File: src/hdl/ets_pkg.sv
// ets_pkg: types and constants shared by the expression token scanner.
// No dependencies; ets_front, ets_queue, ets_back and the top import it.
package ets_pkg;

  localparam int unsigned CHAR_W  = 8;
  localparam int unsigned KIND_W  = 4;
  localparam int unsigned FIELD_W = 16;
  localparam int unsigned VALUE_W = 64;

  // Depth of the token-pair queue between front and back
  localparam int unsigned QUEUE_DEPTH = 2;

  localparam logic [CHAR_W-1:0] CH_NUL    = 8'h00;
  localparam logic [CHAR_W-1:0] CH_TAB    = 8'h09;
  localparam logic [CHAR_W-1:0] CH_LF     = 8'h0A;
  localparam logic [CHAR_W-1:0] CH_CR     = 8'h0D;
  localparam logic [CHAR_W-1:0] CH_SPACE  = 8'h20;
  localparam logic [CHAR_W-1:0] CH_LPAREN = 8'h28;
  localparam logic [CHAR_W-1:0] CH_RPAREN = 8'h29;
  localparam logic [CHAR_W-1:0] CH_STAR   = 8'h2A;
  localparam logic [CHAR_W-1:0] CH_PLUS   = 8'h2B;
  localparam logic [CHAR_W-1:0] CH_MINUS  = 8'h2D;
  localparam logic [CHAR_W-1:0] CH_SLASH  = 8'h2F;
  localparam logic [CHAR_W-1:0] CH_ZERO   = 8'h30;
  localparam logic [CHAR_W-1:0] CH_NINE   = 8'h39;
  localparam logic [CHAR_W-1:0] CH_UP_A   = 8'h41;
  localparam logic [CHAR_W-1:0] CH_UP_Z   = 8'h5A;
  localparam logic [CHAR_W-1:0] CH_UNDER  = 8'h5F;
  localparam logic [CHAR_W-1:0] CH_LO_A   = 8'h61;
  localparam logic [CHAR_W-1:0] CH_LO_Z   = 8'h7A;

  typedef enum logic [1:0] {
    MODE_IDLE  = 2'd0,
    MODE_NUM   = 2'd1,
    MODE_IDENT = 2'd2
  } scan_mode_e;

  typedef enum logic [KIND_W-1:0] {
    KIND_NUMBER = 4'd0,
    KIND_IDENT  = 4'd1,
    KIND_PLUS   = 4'd2,
    KIND_MINUS  = 4'd3,
    KIND_STAR   = 4'd4,
    KIND_SLASH  = 4'd5,
    KIND_LPAREN = 4'd6,
    KIND_RPAREN = 4'd7,
    KIND_END    = 4'd8,
    KIND_ERROR  = 4'd9
  } token_kind_e;

  typedef struct packed {
    logic [CHAR_W-1:0] char_byte;
  } char_item_t;

  typedef struct packed {
    logic [KIND_W-1:0]         token_kind;
    logic [FIELD_W-1:0]        token_start;
    logic [FIELD_W-1:0]        token_length;
    logic signed [VALUE_W-1:0] token_value;
    logic                      last_of_run;
  } token_item_t;

  typedef struct packed {
    token_kind_e        kind;
    logic [FIELD_W-1:0] start;
    logic [FIELD_W-1:0] length;
    logic [VALUE_W-1:0] value;
  } tok_rec_t;

  // All tokens caused by one character: one or two
  typedef struct packed {
    logic     two;
    tok_rec_t first;
    tok_rec_t second;
  } tok_pair_t;

endpackage

File: src/hdl/ets_stream_if.sv
// ets_stream_if: valid/ready channel with a typed payload.
// Standalone; payload type is set by whoever instantiates it.
interface ets_stream_if #(
  parameter type T = logic
);
  logic valid;
  logic ready;
  T     payload;

  modport source (output valid, output payload, input ready);
  modport sink (input valid, input payload, output ready);
endinterface

File: src/hdl/ets_back.sv
// ets_back: serializes token pairs into single tokens in an output register.
// Depends on ets_pkg and ets_stream_if.
module ets_back import ets_pkg::*; (
  input  logic         clk_i,
  input  logic         rst_ni,
  input  logic         q_valid_i,
  input  tok_pair_t    q_data_i,
  output logic         q_pop_o,
  ets_stream_if.source token_o
);

  logic        out_valid_q, out_valid_d;
  token_item_t out_q, out_d;
  logic        sel_q, sel_d;
  logic        load;
  tok_rec_t    rec;
  logic        last;

  assign load = ~out_valid_q | token_o.ready;

  always_comb begin
    out_valid_d = out_valid_q;
    out_d       = out_q;
    sel_d       = sel_q;
    q_pop_o     = 1'b0;
    rec         = sel_q ? q_data_i.second : q_data_i.first;
    last        = sel_q | ~q_data_i.two;
    if (load) begin
      out_valid_d = q_valid_i;
      if (q_valid_i) begin
        out_d.token_kind   = rec.kind;
        out_d.token_start  = rec.start;
        out_d.token_length = rec.length;
        out_d.token_value  = rec.value;
        out_d.last_of_run  = last;
        if (last) begin
          sel_d   = 1'b0;
          q_pop_o = 1'b1;
        end else begin
          sel_d = 1'b1;
        end
      end
    end
  end

  always_ff @(posedge clk_i or negedge rst_ni) begin
    if (!rst_ni) begin
      out_valid_q <= 1'b0;
      sel_q       <= 1'b0;
    end else begin
      out_valid_q <= out_valid_d;
      sel_q       <= sel_d;
    end
  end

  always_ff @(posedge clk_i) begin
    out_q <= out_d;
  end

  assign token_o.valid   = out_valid_q;
  assign token_o.payload = out_q;

endmodule

File: src/flat_wrapper.sv
// flat-port wrapper written by rule: the top's interface ports become plain ports
module ets_back_flat import ets_pkg::*;
  (clk_i, rst_ni, q_valid_i, q_data_i, q_pop_o, token_o_valid, token_o_payload, token_o_ready);
  ets_stream_if token_o_i ();
  input  logic clk_i;
  input  logic rst_ni;
  input  logic q_valid_i;
  input  tok_pair_t q_data_i;
  output logic q_pop_o;
  output wire logic [$bits(token_o_i.valid)-1:0] token_o_valid;
  output wire logic [$bits(token_o_i.payload)-1:0] token_o_payload;
  input wire logic [$bits(token_o_i.ready)-1:0] token_o_ready;
  assign token_o_valid = token_o_i.valid;
  assign token_o_payload = token_o_i.payload;
  assign token_o_i.ready = token_o_ready;
  ets_back u_core (.clk_i(clk_i), .rst_ni(rst_ni), .q_valid_i(q_valid_i), .q_data_i(q_data_i), .q_pop_o(q_pop_o), .token_o(token_o_i));
endmodule
File: config.mk
export PLATFORM = sky130hd
export DESIGN_NAME = ets_back_flat
export DESIGN_NICKNAME = d
export VERILOG_FILES = /design/src/hdl/ets_pkg.sv /design/src/hdl/ets_stream_if.sv /design/src/hdl/ets_back.sv /design/src/flat_wrapper.sv
export SDC_FILE = /design/constraint.sdc
export NUM_CORES = 1
export LEC_CHECK = 0
export BUFFER_PORTS_ARGS = -buffer_cell sky130_fd_sc_hd__buf_2
export CORE_AREA = 5 5 77 79
export CTS_BUF_LIST = sky130_fd_sc_hd__clkbuf_16
export CTS_CLUSTER_SIZE = 12
export DETAILED_ROUTE_END_ITERATION = 8
export DIE_AREA = 0 0 82 84
export PLACE_DENSITY = 0.55
export SETUP_SLACK_MARGIN = 0.2
export SYNTH_ARGS = -nofsm -noshare
export SYNTH_HDL_FRONTEND = slang
export SYNTH_SLANG_ARGS = --single-unit
File: constraint.sdc
create_clock -name clk_i -period 2.3 [get_ports clk_i]
set_clock_uncertainty 0.2 [all_clocks]
set_input_delay 0.115 -clock clk_i [delete_from_list [all_inputs] [get_ports clk_i]]
set_output_delay 0.115 -clock clk_i [all_outputs]
set_load 0.1 [all_outputs]
==> impl_metrics.ini <==
[worst_setup_path]
worstSetupPathType = input port to output port
cp_cell_sequence = dlygate4sd3_1, buf_2, nand2_4, nor2_4, buf_2
path_delay_family = buffers and inverters
worstPathRequired_ps = 1990
critPathLaunch = q_valid_i
r2r_start = u_core.token_o.valid
worstPathMaxFanout = 3
cp-start-kind = input port
cp-end-kind = output port
path_buf_inv = 3
crit_arrival_ps = 1310
cpPeakStageDelay_ps = 520
slowest_stage = dlygate4sd3_1
path_common_cell = buf_2

[cells_and_area]
fin_cells = 96
n_antenna_cell = 0
drive_above_1_share_pct = 58.33
syn2layout_area_growth_pct = 159.5
post-route-cell-area_um2 = 376.6
seqCellArea_um2 = 80.08
nNetsFinal = 230
multi_input_area_um2 = 65.06
fill_cells = 640

[cts]
cts_buffer_depth = 2
cts_buffers = 3
cts_tree = yes
clkSinkCount = 3
cts_root_buffer = clkbuf_16
clk_pin_slew_ps = 30
h-tree-depth = 1
post-cts-setup-buffers = 0
clk_latency_ps = 220
ctsResizeCount = 0

[sta]
drv_slew = 0
slew_headroom_pct = 67.43
setup_viol = 0
fmax_mhz = 614.1
min_period_ps = 1628
tightestPinTransition_ps = 492.0
post-route-period-util_pct = 70.80
hold_viol_final = 0
setup_tns_ps = 0
rsz0062_at_grt = no

[power]
combPwrFrac_pct = 15.7
ir_worst_vdd_mv = 0.3378
p_switching_mw = 0.09576
p_sw_share_pct = 23.80
powerDensity_mw_per_mm2 = 1068
p_int_mw = 0.3066
p_leak_nw = 0.1549
seq_power_share_pct = 16.8
p_clk_share_pct = 67.5

[floorplan]
die-area_mm2 = 0.006888
chipWidth_um = 82
io-pin-count = 208
die_h_um = 84
placementRows = 27
core_mm2 = 0.005270
start_util_pct = 2.754

[logic_synthesis]
syn_area_um2 = 145.1
synth_nets = 216
synth.area.top_cells = dfrtp_1 (34%), edfxtp_1 (21%), mux2_4 (10%), nand2b_4 (9.5%), nand2_4 (7.8%)
ys_ff_latch = 3
synthArstFlopShare_pct = 66.67
synth.distinct_cells = 9
yosysTopAreaCell = dfrtp_1
ys.flop_type = dfrtp_1
yosysSeqAreaShare_pct = 55.17
yosys-top-cells-count = dfrtp_1 (2), inv_1 (2)
synthCells = 11
synth_edf_count = 1
syn_area_per_cell_um2 = 13.19
ys_warn_count = 0
synth_top_area_share_pct = 34.48

[route]
wirelength_um = 303
vias = 125
drtIter0Drc = 1
dr.pass1.iters = 2
wl_per_cell_um = 3.156
antenna_left = 0
routed_via_density = 1.302
drcViolationCount = 0

[global_routing]
grt_pass1_vias = 165
track_usage_pct = 1.255
grt_overflow = 0
grt_pass1_wl_um = 565
antenna_found_initial = 0
grt_max_degree = 4

[placement]
placed_cell_area_um2 = 277.8
gp_congestion = 0.6280
port_buffers = 7
place_inst = 90

[run_status]
status = finished clean

[flow_run]
drv_cap = 0

[min_path]
hp-class = input port to asynchronous set/reset pin
-- layout by cell type, fill, tap and decap left out --
cell type,n
buf_2,7
inv_1,3
clkbuf_16,3
dlygate4sd3_1,2
dfrtp_1,2
nor2b_1,1
nand2b_4,1
nand2_4,1
nor2_4,1
mux2_4,1
or2b_1,1
edfxtp_1,1
-- repair_timing --
| item | CTS | global route |
|---|---|---|
| setup endpoints to repair | 0 | 0 |
| hold endpoints to repair | 3 | 0 |
| hold buffers | 2 | 0 |
-- power groups by stage --
stage,logic [mW],clock network [mW],registers [mW]
2_1_floorplan,0.0322,0,0.0866
3_3_place_gp,0.0609,0,0.0679
6_report,0.0632,0.272,0.0676
3_5_place_dp,0.0611,0,0.0682
4_1_cts,0.0637,0.277,0.0677
5_1_grt,0.0674,0.284,0.0685
-- routing by layer --
metal	global-route usage, %	part of all wire [%]	routed length, µm
met1	0.9015	35	105
met2	1.470	41	125
met3	0.9719	18	54
met4	2.266	5.9	18
met5	0	0	0
-- state kept, by name, summed over array words and instances, names as in the netlist --
name,flops
u_core.token_o.payload,1
u_core.token_o.valid,1
u_core.sel_q,1
-- area by class of cell --
class / instances / area share (%)
repair buffers: 9 / 14.62
clock buffers: 3 / 19.93
well taps: 72 / 23.92
clock inverters: 1 / 0.9967
flip-flops and latches: 3 / 21.26
inverters: 2 / 1.993
multi-input cells: 6 / 17.28
-- cell families (layout without fill, tap and decap cells) --
kind of cell | count (synthesis) | after routing | synth area share [%]
simple gates | 5 | 5 | 29.31
flops | 3 | 3 | 55.17
buf+inv | 2 | 15 | 5.174
mux | 1 | 1 | 10.34
-- worst paths after layout --
check / cells after the start / endpoint / slack [ps]
min: 2 / u_core.token_o.valid / 5
max reg2reg: 3 / u_core.sel_q / 1130
max in group asynchronous: 2 / u_core.sel_q / 1800
min reg2reg: 1 / u_core.sel_q / 320
min in group clk_i: 3 / u_core.token_o.valid / 100
max: 5 / q_pop_o / 670
-- metrics by stage --
| step | hold WS (ps) | power, mW | setup WS, ps | utilization, % |
|---|---|---|---|---|
| global route | 18.27 | 0.4197 | 643.3 | 7.146 |
| detailed placement | -296.6 | 0.1294 | 946.9 | 5.271 |
| global placement | -293.5 | 0.1288 | 953.2 | 5.271 |
| floorplan | -380.6 | 0.1189 | 470.7 | - |
| finish | 4.506 | 0.4023 | 671.6 | 7.146 |
| CTS | 6.068 | 0.4082 | 676.3 | 7.146 |
Power figures use the tool's default switching activity.
