$ cat src/hdl/ets_pkg.sv
// ets_pkg: types and constants shared by the expression token scanner.
// No dependencies; ets_front, ets_queue, ets_back and the top import it.
package ets_pkg;

  localparam int unsigned CHAR_W  = 8;
  localparam int unsigned KIND_W  = 4;
  localparam int unsigned FIELD_W = 16;
  localparam int unsigned VALUE_W = 64;

  // Depth of the token-pair queue between front and back
  localparam int unsigned QUEUE_DEPTH = 2;

  localparam logic [CHAR_W-1:0] CH_NUL    = 8'h00;
  localparam logic [CHAR_W-1:0] CH_TAB    = 8'h09;
  localparam logic [CHAR_W-1:0] CH_LF     = 8'h0A;
  localparam logic [CHAR_W-1:0] CH_CR     = 8'h0D;
  localparam logic [CHAR_W-1:0] CH_SPACE  = 8'h20;
  localparam logic [CHAR_W-1:0] CH_LPAREN = 8'h28;
  localparam logic [CHAR_W-1:0] CH_RPAREN = 8'h29;
  localparam logic [CHAR_W-1:0] CH_STAR   = 8'h2A;
  localparam logic [CHAR_W-1:0] CH_PLUS   = 8'h2B;
  localparam logic [CHAR_W-1:0] CH_MINUS  = 8'h2D;
  localparam logic [CHAR_W-1:0] CH_SLASH  = 8'h2F;
  localparam logic [CHAR_W-1:0] CH_ZERO   = 8'h30;
  localparam logic [CHAR_W-1:0] CH_NINE   = 8'h39;
  localparam logic [CHAR_W-1:0] CH_UP_A   = 8'h41;
  localparam logic [CHAR_W-1:0] CH_UP_Z   = 8'h5A;
  localparam logic [CHAR_W-1:0] CH_UNDER  = 8'h5F;
  localparam logic [CHAR_W-1:0] CH_LO_A   = 8'h61;
  localparam logic [CHAR_W-1:0] CH_LO_Z   = 8'h7A;

  typedef enum logic [1:0] {
    MODE_IDLE  = 2'd0,
    MODE_NUM   = 2'd1,
    MODE_IDENT = 2'd2
  } scan_mode_e;

  typedef enum logic [KIND_W-1:0] {
    KIND_NUMBER = 4'd0,
    KIND_IDENT  = 4'd1,
    KIND_PLUS   = 4'd2,
    KIND_MINUS  = 4'd3,
    KIND_STAR   = 4'd4,
    KIND_SLASH  = 4'd5,
    KIND_LPAREN = 4'd6,
    KIND_RPAREN = 4'd7,
    KIND_END    = 4'd8,
    KIND_ERROR  = 4'd9
  } token_kind_e;

  typedef struct packed {
    logic [CHAR_W-1:0] char_byte;
  } char_item_t;

  typedef struct packed {
    logic [KIND_W-1:0]         token_kind;
    logic [FIELD_W-1:0]        token_start;
    logic [FIELD_W-1:0]        token_length;
    logic signed [VALUE_W-1:0] token_value;
    logic                      last_of_run;
  } token_item_t;

  typedef struct packed {
    token_kind_e        kind;
    logic [FIELD_W-1:0] start;
    logic [FIELD_W-1:0] length;
    logic [VALUE_W-1:0] value;
  } tok_rec_t;

  // All tokens caused by one character: one or two
  typedef struct packed {
    logic     two;
    tok_rec_t first;
    tok_rec_t second;
  } tok_pair_t;

endpackage

$ cat src/hdl/ets_queue.sv
// ets_queue: small flop FIFO of token pairs between front and back.
// Depends on ets_pkg.
module ets_queue import ets_pkg::*; (
  input  logic      clk_i,
  input  logic      rst_ni,
  input  logic      push_i,
  input  tok_pair_t data_i,
  input  logic      pop_i,
  output logic      valid_o,
  output logic      full_o,
  output tok_pair_t data_o
);

  localparam int unsigned PTR_W = (QUEUE_DEPTH > 1) ? $clog2(QUEUE_DEPTH) : 1;
  localparam int unsigned CNT_W = $clog2(QUEUE_DEPTH + 1);
  localparam logic [PTR_W-1:0] LAST = PTR_W'(QUEUE_DEPTH - 1);

  tok_pair_t        mem_q [QUEUE_DEPTH];
  logic [PTR_W-1:0] wr_q, rd_q;
  logic [CNT_W-1:0] cnt_q;
  logic             do_push, do_pop;

  assign valid_o = (cnt_q != '0);
  assign full_o  = (cnt_q == CNT_W'(QUEUE_DEPTH));
  assign data_o  = mem_q[rd_q];
  assign do_push = push_i & ~full_o;
  assign do_pop  = pop_i & valid_o;

  always_ff @(posedge clk_i) begin
    if (do_push) begin
      mem_q[wr_q] <= data_i;
    end
  end

  always_ff @(posedge clk_i or negedge rst_ni) begin
    if (!rst_ni) begin
      wr_q  <= '0;
      rd_q  <= '0;
      cnt_q <= '0;
    end else begin
      if (do_push) begin
        wr_q <= (wr_q == LAST) ? '0 : wr_q + PTR_W'(1);
      end
      if (do_pop) begin
        rd_q <= (rd_q == LAST) ? '0 : rd_q + PTR_W'(1);
      end
      if (do_push && !do_pop) begin
        cnt_q <= cnt_q + CNT_W'(1);
      end else if (do_pop && !do_push) begin
        cnt_q <= cnt_q - CNT_W'(1);
      end
    end
  end

endmodule

$ cat config.mk
export PLATFORM = sky130hd
export DESIGN_NAME = ets_queue
export DESIGN_NICKNAME = d
export VERILOG_FILES = /design/src/hdl/ets_pkg.sv /design/src/hdl/ets_queue.sv
export SDC_FILE = /design/constraint.sdc
export NUM_CORES = 1
export LEC_CHECK = 0
export BUFFER_PORTS_ARGS = -buffer_cell sky130_fd_sc_hd__buf_2
export CAP_MARGIN = 20
export CORE_AREA = 3 3 210 212
export DETAILED_ROUTE_END_ITERATION = 10
export DIE_AREA = 0 0 213 215
export SLEW_MARGIN = 10
export SYNTH_ARGS = -nofsm -noshare
export SYNTH_HDL_FRONTEND = slang
export SYNTH_SLANG_ARGS = --single-unit
export TNS_END_PERCENT = 1
$ cat constraint.sdc
create_clock -name clk_i -period 11.6 [get_ports clk_i]
set_input_delay 2.9 -clock clk_i [delete_from_list [all_inputs] [get_ports clk_i]]
set_output_delay 2.9 -clock clk_i [all_outputs]
set_load 0.005 [all_outputs]
==> qor.csv, run 1 <==
metric,value,unit
layout cells sized above 1,60.96,%
final setup fails,0,
CTS tree,built,
first-pass GRT wire length,46.19,mm
final setup margin,5.346,ns
IR Drop Worst-Case VDD,0.1847,mV
"Period Utilization, post-route",53.92,%
Hold WC Path Type,flop to flop,
Global Route Usage Sum,13.15,%
num rows,75,
leakage,6.908,nW
Post-synth EDFFs,402,
Detailed Routing Iterations Pass 1,4,
TNS Setup,0,ns
die width,213,µm
Worst Path Arrival,3.35,ns
dpl cells,1576,
endpoints failing hold,0,
Startpoint Class,flop,
clock skew,0.009677,ns
asr flop ratio synth,0.9852,%
H-tree Lvls,2,
Num CTS Buffers,44,
setup bufs post-CTS,0,
commonest cells in the netlist,"edfxtp_1 (402), mux2_2 (201), buf_4 (11)",
yosys warns,0,
DIE AREA,0.04580,mm²
most common cell in the netlist,edfxtp_1,
fin crit period,6.254,ns
Synthesized Nets,850,
DR WL/cell,18.94,µm
area of the mapped netlist,0.01473,mm²
Max Cap Violations,0,
Yosys top cell area share,81.97,%
Least-Margin Pin Slew,0.9898,ns
total grt overflow,0,
multi-input logic area,0.002366,mm²
"Clk Latency, worst-skew pair",0.54,ns
post-synth top area cell,edfxtp_1,
I/O pins,408,
library cells used by synthesis,15,
Syn Area/Cell,22.87,µm²
initial antenna violation count,8,
Syn Inst Count,644,
Non-Filler Instances,1651,
sequential share of the synthesized area,82.65,%
crit path kind,flop to output pin,
fmax,0.1599,GHz
CP max FO,64,
core footprint,0.04213,mm²
Max-slew headroom,34.01,%
largest net degree at the start of global routing,72,
# port buffers,407,
#FFs+latches synth,406,
Detail Route Antenna Nets,0,
Placer Congestion,0.7251,
crit end category,output pin,
clk sinks,406,
Routed WL,31.27,mm
Synth Flop Type,edfxtp_1,
Longest Clk Path Bufs,3,
largest cells by area after synthesis,"edfxtp_1 (82%), mux2_2 (15%), buf_6 (0.69%)",
# DRC,0,
run status,completed,
Die H,215,µm
Via density,4.560,
fillers,3705,
Crit path required time,8.70,ns
clk slew on worst S/H paths,0.05,ns
Detailed Route Iter0 Violations,418,
pre-CTS setup slack,5.612,ns
Starting Density,34.95,%
final net count,1290,
setup repair after global routing missed its margin,false,
storage element area,0.01218,mm²
via count,7528,
post-CTS sizing,0,
max-slew violation count,0,
Final HPWL DP,20.47,mm
Area Growth Syn to Fin,26.62,%
vias in the first global route,8071,
Clock Tree Root,clkbuf_16,
hold buffers post-CTS,0,
PwrDens,246.9,mW/mm²
## area by class of cell
class,instances,area share [%]
multi-input combinational,214,12.69
clock buffer,59,6.321
tap,539,3.617
inverter,2,0.04026
timing repair buffer,416,11.35
antenna,3,0.04026
sequential,406,65.30
clock inverter,12,0.6442
## worst max-delay path, stage by stage, from the launching register on
cell and delay, ns:
dfrtp_4 0.63, buf_4 0.75, buf_4 0.75, mux2_2 0.42
buf_2 0.13
## final timing paths
path | cells after the start | slack (ns) | startpoint | to
worst max-delay path | 4 | 5.35 | rd_q$_DFFE_PN0P_ | data_o[165]
min in group asynchronous | 1 | 2.17 | rst_ni | wr_q$_DFFE_PN0N_
worst min-delay path | 1 | 0.48 | cnt_q[1]$_DFFE_PN0P_ | cnt_q[1]$_DFFE_PN0P_
worst min register to register | 1 | 0.48 | cnt_q[1]$_DFFE_PN0P_ | cnt_q[1]$_DFFE_PN0P_
max in group asynchronous | 1 | 9.26 | rst_ni | rd_q$_DFFE_PN0P_
worst max register to register | 5 | 8.55 | cnt_q[0]$_DFFE_PN0P_ | mem_q[0][151]$_DFFE_PP_
## metal layers
metal	GRT usage (%)	up-vias	wire, µm
met3	5.308	64	3115
li1	-	3452	-
met2	21.18	302	14700
met5	0	-	47
met4	5.123	6	789
met1	15.79	3704	12620
## cells by family (layout without fill, tap and decap cells)
group,Yosys count,after routing,synth area share [%]
flops,406,406,82.65
other cells,0,3,0
buf+inv,24,489,1.368
mux,201,201,15.37
simple gates,7,7,0.2295
fa+ha+maj,1,1,0.08495
xor+xnor,5,5,0.2974
## metrics by stage
stage / util, % / total power [mW] / hold WS (ns) / cell area [µm²]
after CTS: 44.19 / 4.687 / 0.4849 / 18620
after global routing: 44.25 / 4.851 / 0.5116 / 18640
after global placement: 41.11 / 3.366 / 0.4735 / 17320
after floorplan: - / 2.911 / 0.4559 / 14730
after detailed placement: 41.11 / 3.382 / 0.4771 / 17320
final: 44.26 / 4.605 / 0.4815 / 18650
## where the power goes
part	leakage, nW	switching [mW]	total, mW	internal [mW]
clock	0.632	0.530	1.28	0.753
combinational	2.50	0.648	1.24	0.587
sequential	3.78	0.0780	2.09	2.01
## flip-flops by register name (all words and copies together) (netlist names)
register / count
cnt_q: 2
mem_q: 402
rd_q: 1
wr_q: 1
## cells in the final DEF (no fill, tap or decap), drive strengths merged
cell type | netlist | layout
buf | 22 | 416
edfxtp | 402 | 402
mux2 | 201 | 201
clkbuf | 0 | 59
clkinv | 0 | 8
dfrtp | 4 | 4
diode | 0 | 3
xnor2 | 3 | 3
inv | 2 | 3
nand2 | 2 | 2
xor2 | 2 | 2
bufinv | 0 | 2
nor2 | 2 | 2
or2 | 1 | 1
nand2b | 1 | 1
and3 | 1 | 1
ha | 1 | 1
clkinvlp | 0 | 1
Power figures use the tool's default switching activity.
==> run 2: changes to the inputs <==
Clock period 11.6 ns to 5.3 ns, I/O delays scaled along.
==> run 2 against run 1 <==
Sequential share of layout area decreased by 0.71 points. Worst setup slack got worse by 4.0 ns. Register-to-register slack got worse by 5.6 ns. Count of clock-buffer cells in the layout decreased by 2. First-iteration DRC count decreased by 18%. Clock power increased by 130%. Largest power group unchanged. Highest routed layer unchanged.
==> qor.csv, run 2 (synthesis results as in run 1) <==
metric,value,unit,change
Worst Path Arrival,2.59,ns,was 3.35 ns
hold buffers post-CTS,0,,unchanged
Detailed Route Iter0 Violations,343,,was 418
die width,213,µm,unchanged
leakage,6.990,nW,was 6.908 nW
R2R Path Start,cnt_q[0]$_DFFE_PN0P_,,unchanged
Num CTS Buffers,42,,was 44
fraction of power spent switching nets,26.63,%,was 27.27%
Global Route Usage Sum,13.24,%,was 13.15%
critical path's top delay family,flip-flops,,was buffers and inverters
Clock Tree Root,clkbuf_16,,unchanged
"Period Utilization, post-route",73.78,%,
Critical Path Start,rd_q$_DFFE_PN0P_,,unchanged
Startpoint Class,flop,,unchanged
Least-Margin Pin Slew,0.9200,ns,was 0.9898 ns
# DRC,0,,unchanged
Max Cap Violations,0,,unchanged
fmax,0.2557,GHz,
post-route cell area,0.01885,mm²,was 0.01865 mm²
final setup fails,0,,unchanged
Pint,7.550,mW,was 3.349 mW
CTS tree,built,,unchanged
Placer Congestion,0.7352,,was 0.7251
core footprint,0.04213,mm²,unchanged
Longest Clk Path Bufs,3,,unchanged
Routed WL,31.49,mm,was 31.27 mm
reg2reg end,mem_q[0][140]$_DFFE_PP_,,was mem_q[0][151]$_DFFE_PP_
initial antenna violation count,7,,was 8
most frequent cells in the layout,"buf_2 (407), edfxtp_1 (402), mux2_2 (201)",,unchanged
Hold WC Path Type,flop to flop,,unchanged
worst setup path end,data_o[161],,was data_o[165]
Detailed Routing Iterations Pass 1,4,,unchanged
worst path cell trace,buf_12 > mux2_2 > buf_2,,was buf_4 > buf_4 > mux2_2 > buf_2
Via density,4.522,,was 4.560
Final HPWL DP,21.38,mm,was 20.47 mm
fin crit period,3.910,ns,
Critical Path Stages,3,,was 4
biggest regs,"mem_q: 402 flops, cnt_q: 2 flops",,unchanged
DR WL/cell,18.95,µm,was 18.94 µm
fin util,44.74,%,was 44.26%
Area after DPL,0.01742,mm²,was 0.01732 mm²
Starting Density,34.95,%,unchanged
first-pass GRT wire length,46.76,mm,was 46.19 mm
crit end category,output pin,,unchanged
Reg power frac,44.9,%,was 45.3%
CP peak stage delay,0.93,ns,was 0.75 ns
CP bufs+invs,2,,was 3
dpl cells,1579,,"was 1,576"
final net count,1290,,unchanged
Crit path required time,3.97,ns,was 8.70 ns
DIE AREA,0.04580,mm²,unchanged
clk slew on worst S/H paths,0.06,ns,was 0.05 ns
# port buffers,407,,unchanged
largest reg by FF count,mem_q,,unchanged
Area Growth Syn to Fin,28.00,%,was 26.62%
Logic pwr share,26.0,%,was 26.8%
"commonest non-fill, non-tap cell in the layout",buf_2,,unchanged
layout cells sized above 1,60.97,%,was 60.96%
total grt overflow,0,,unchanged
endpoints failing hold,0,,unchanged
Non-Filler Instances,1662,,"was 1,651"
vias in the first global route,8065,,"was 8,071"
R2R cell count,4,,was 5
crit path kind,flop to output pin,,unchanged
CP max FO,84,,was 64
Max-slew headroom,38.52,%,was 34.01%
clk sinks,406,,unchanged
CP max-delay cell,dfrtp_4,,was buf_4
setup bufs post-CTS,0,,unchanged
register-to-register setup slack,2.97,ns,was 8.55 ns
post-CTS sizing,0,,unchanged
Clock power frac,29.1,%,was 27.8%
largest net degree at the start of global routing,85,,was 72
clock skew,0.01806,ns,was 0.009677 ns
IR Drop Worst-Case VDD,0.2920,mV,was 0.1847 mV
PwrDens,545.9,mW/mm²,was 246.9 mW/mm²
I/O pins,408,,unchanged
run status,completed,,unchanged
max reg flops,402,,unchanged
H-tree Lvls,2,,unchanged
num rows,75,,unchanged
max-slew violation count,0,,unchanged
Detail Route Antenna Nets,0,,unchanged
"Clk Latency, worst-skew pair",0.55,ns,was 0.54 ns
via count,7516,,"was 7,528"
Die H,215,µm,unchanged
Switching Power,2.740,mW,was 1.256 mW
setup repair after global routing missed its margin,false,,unchanged
run 2: changes by cell type in the layout (fill, tap and decap cells not counted), moves of 2 or more:
cell,delta
bufinv_16,+4
clkbuf_1,-2
buf_12,+5
buf_4,-3
diode_2,+3
clkinv_1,+5
run 2: how the worst min path moves through the flow:
stage	start	end	slack [ns]	depth (start not counted)
floorplan	cnt_q[1]$_DFFE_PN0P_	cnt_q[1]$_DFFE_PN0P_	0.46	1
global placement	cnt_q[1]$_DFFE_PN0P_	cnt_q[1]$_DFFE_PN0P_	0.48	1
detailed placement	cnt_q[1]$_DFFE_PN0P_	cnt_q[1]$_DFFE_PN0P_	0.48	1
CTS	cnt_q[1]$_DFFE_PN0P_	cnt_q[1]$_DFFE_PN0P_	0.52	1
global route	cnt_q[1]$_DFFE_PN0P_	cnt_q[1]$_DFFE_PN0P_	0.54	1
finish	cnt_q[1]$_DFFE_PN0P_	cnt_q[1]$_DFFE_PN0P_	0.51	1
run 2: stage by stage:
step	total power, mW	TNS (ns)	setup WS, ns	hold slack, ns
final	10.29	0	1.390	0.5123
after global routing	10.83	0	1.284	0.5358
after CTS	10.48	0	1.347	0.5153
after detailed placement	7.423	0	1.966	0.4807
after global placement	7.398	0	1.977	0.4799
after floorplan	6.336	-252.08	-1.254	0.4559
run 2: layer usage:
layer	GRT usage, %	vias up	share of wire [%]
li1	-	3470	-
met1	15.20	3706	39
met2	22.03	282	49
met3	5.454	56	9.9
met4	5.123	2	2.7
met5	0	-	0.022
run 2: power groups by stage:
stage | clock [mW] | combinational (mW) | sequential [mW]
5_1_grt | 3.22 | 2.92 | 4.69
2_1_floorplan | 0 | 1.66 | 4.67
6_report | 3.00 | 2.68 | 4.62
4_1_cts | 3.10 | 2.75 | 4.63
3_5_place_dp | 0 | 2.73 | 4.69
3_3_place_gp | 0 | 2.73 | 4.67
run 2: layout make-up:
class                           instances  area [µm²]
Antenna cell                            6       15.01
Clock buffer                           57        1171
Clock inverter                         20       246.5
Fill cell                            3708       23280
Inverter                                2       7.507
Multi-Input combinational cell        214        2366
Sequential cell                       406       12180
Tap cell                              539       674.4
Timing Repair Buffer                  418        2195
==> run 3: changes to the inputs <==
Settings changed: ABC_AREA set to 1, CORE_AREA 3 3 210 212 to 3 3 211 213, DIE_AREA 0 0 213 215 to 0 0 214 216.
Clock period 5.3 ns to 3.3 ns, I/O delays scaled along.
==> run 3 against run 2 <==
Flip-flop and latch count unchanged. Area after synthesis increased by 1.3%. Critical path depth grew 2. Combinational power increased by 83%. Hold slack lost 0.42 ns. First-iteration DRC count up 53%. Critical endpoint is now data_o[168]. Largest cell class unchanged.
==> qor.csv, run 3 <==
metric,value,unit,change
post-synth top area cell,edfxtp_1,,unchanged
I/O pins,408,,unchanged
vias in the first global route,9336,,"was 8,065"
Global Route Usage Sum,14.90,%,was 13.24%
# DRC,0,,unchanged
final net count,1711,,"was 1,290"
first-pass GRT wire length,53.79,mm,was 46.76 mm
TNS Setup,0,ns,unchanged
run status,completed,,unchanged
Synthesized Nets,1288,,was 850
CP peak stage delay,0.66,ns,was 0.93 ns
Detailed Route Iter0 Violations,524,,was 343
total grt overflow,0,,unchanged
hold buffers post-CTS,0,,unchanged
Startpoint Class,flop,,unchanged
largest net degree at the start of global routing,110,,was 85
Routed WL,35.47,mm,was 31.49 mm
Placer Congestion,0.8596,,was 0.7352
dpl cells,2044,,"was 1,579"
crit path kind,flop to output pin,,unchanged
max reg flops,402,,unchanged
Worst Path Arrival,2.30,ns,was 2.59 ns
Max Cap Violations,0,,unchanged
IR Drop Worst-Case VDD,0.5356,mV,was 0.2920 mV
largest reg by FF count,mem_q,,unchanged
endpoints failing hold,0,,unchanged
most frequent CP cell,nand2_1,,
Clock Tree Root,clkbuf_16,,unchanged
most common cell in the netlist,nand2_1,,was edfxtp_1
via count,9428,,"was 7,516"
Detail Route Antenna Nets,0,,unchanged
Detailed Routing Iterations Pass 1,5,,was 4
fin crit period,3.120,ns,
CP max-delay cell,dfrtp_4,,unchanged
fmax,0.3205,GHz,
setup repair after global routing missed its margin,false,,unchanged
final setup fails,0,,unchanged
Longest Clk Path Bufs,3,,unchanged
library cells used by synthesis,14,,was 15
clock skew,0.008852,ns,was 0.01806 ns
Hold WC Path Type,input pin to asynchronous set/reset pin,,was flop to flop
commonest cells in the netlist,"nand2_1 (614), edfxtp_1 (402), buf_2 (22)",,"was edfxtp_1 (402), mux2_2 (201), buf_4 (11)"
final setup margin,0.1795,ns,was 1.390 ns
# port buffers,407,,unchanged
leakage,8.043,nW,was 6.990 nW
max-slew violation count,0,,unchanged
Post-synth EDFFs,402,,unchanged
asr flop ratio synth,0.9852,%,unchanged
worst path cell trace,inv_6 > buf_4 > nand2_1 > nand2_1 > buf_2,,was buf_12 > mux2_2 > buf_2
H-tree Lvls,2,,unchanged
Least-Margin Pin Slew,0.7082,ns,was 0.9200 ns
clk slew on worst S/H paths,0.06,ns,about the same
most frequent cells in the layout,"nand2_1 (613), buf_2 (407), edfxtp_1 (402)",,"was buf_2 (407), edfxtp_1 (402), mux2_2 (201)"
area of the mapped netlist,0.01492,mm²,was 0.01473 mm²
initial antenna violation count,9,,was 7
Hold WS,0.08776,ns,was 0.5123 ns
DR WL/cell,16.72,µm,was 18.95 µm
Syn Inst Count,1082,,was 644
crit end category,output pin,,unchanged
biggest regs,"mem_q: 402 flops, cnt_q: 2 flops",,unchanged
clk sinks,406,,unchanged
Non-Filler Instances,2121,,"was 1,662"
DIE AREA,0.04622,mm²,was 0.04580 mm²
Die H,216,µm,was 215 µm
die width,214,µm,was 213 µm
Yosys top cell area share,80.91,%,was 81.97%
Synth Flop Type,edfxtp_1,,unchanged
setup bufs post-CTS,0,,unchanged
layout cells sized above 1,31.57,%,was 60.97%
Max-slew headroom,52.79,%,was 38.52%
Num CTS Buffers,44,,was 42
"Period Utilization, post-route",94.56,%,
Syn Area/Cell,13.79,µm²,was 22.87 µm²
Area Growth Syn to Fin,27.09,%,was 28.00%
Starting Density,34.79,%,was 34.95%
CTS tree,built,,unchanged
Final HPWL DP,23.74,mm,was 21.38 mm
Tot Pwr,16.73,mW,was 10.29 mW
"commonest non-fill, non-tap cell in the layout",nand2_1,,was buf_2
CP max FO,37,,was 84
post-CTS sizing,0,,unchanged
sequential share of the synthesized area,81.58,%,was 82.65%
#FFs+latches synth,406,,unchanged
Crit path required time,2.47,ns,was 3.97 ns
yosys warns,0,,unchanged
PwrDens,882.1,mW/mm²,was 545.9 mW/mm²
core footprint,0.04289,mm²,was 0.04213 mm²
"Clk Latency, worst-skew pair",0.54,ns,was 0.55 ns
num rows,76,,was 75
pre-CTS setup slack,0.7358,ns,was 1.966 ns
Via density,4.445,,was 4.522
largest cells by area after synthesis,"edfxtp_1 (81%), nand2_1 (15%), buf_6 (1.5%)",,"was edfxtp_1 (82%), mux2_2 (15%), buf_6 (0.69%)"
## run 3: cell count changes after synthesis, sizes merged
cell	change
or2	-1
nand2b	-1
nand4	+1
nand3	+2
buf	+23
nor2	+1
and3	-1
nand2	+612
o21ai	+1
xor2	-2
xnor2	-2
inv	+6
mux2	-201
## run 3: worst paths after layout
kind | slack [ns] | cells past startpoint | endpoint | startpoint
setup / recovery | 0.18 | 5 | data_o[168] | rd_q$_DFFE_PN0P_
hold / removal | 0.09 | 1 | cnt_q[0]$_DFFE_PN0P_ | rst_ni
min in group clk_i | 0.47 | 1 | mem_q[0][123]$_DFFE_PP_ | data_i[123]
setup reg to reg | 1.30 | 6 | mem_q[0][33]$_DFFE_PP_ | cnt_q[0]$_DFFE_PN0P_
max in group asynchronous | 3.06 | 1 | rd_q$_DFFE_PN0P_ | rst_ni
hold reg to reg | 0.49 | 2 | cnt_q[1]$_DFFE_PN0P_ | cnt_q[1]$_DFFE_PN0P_
## run 3: where the power goes
| part | internal, mW | total (mW) | switching (mW) |
|---|---|---|---|
| logic | 1.74 | 4.90 | 3.16 |
| clock network | 2.63 | 4.47 | 1.85 |
| registers | 7.03 | 7.35 | 0.326 |
| total | 11.4 | 16.7 | 5.33 |
## run 3: cell type report
cell class	count	area [µm²]
fillers	3929	23920
flip-flops and latches	406	12180
multi-input cells	623	2387
repair buffers	422	2300
clock buffers	52	1152
well taps	585	732.0
clock inverters	22	156.4
inverters	8	51.30
diodes	3	7.507
## run 3: per-stage QoR
step	cell area [µm²]	utilization, %
floorplan	14970	-
global placement	17650	41.15
detailed placement	17650	41.15
CTS	18950	44.20
global route	18960	44.21
finish	18960	44.21
## run 3: critical path: cells and delay by family (launching register included)
family | cells | cell delay [ns]
buffers and inverters | 3 | 0.83
flip-flops | 1 | 0.66
AND/OR/NAND/NOR | 2 | 0.23
## run 3: cell families after synthesis
| family | count (synthesis) | synth area share (%) |
|---|---|---|
| simple gates | 620 | 15.63 |
| compound gates | 1 | 0.03351 |
| fa+ha+maj | 1 | 0.08384 |
| buf+inv | 53 | 2.616 |
| flops | 406 | 81.58 |
| xor+xnor | 1 | 0.05871 |
## run 3: metal layers
| layer | global-route usage (%) | up-vias | share of wire, % |
|---|---|---|---|
| li1 | - | 4501 | - |
| met2 | 24.33 | 388 | 48 |
| met4 | 4.108 | 10 | 1.8 |
| met3 | 6.224 | 59 | 10 |
| met1 | 18.32 | 4470 | 40 |
| met5 | 0 | - | 0.19 |
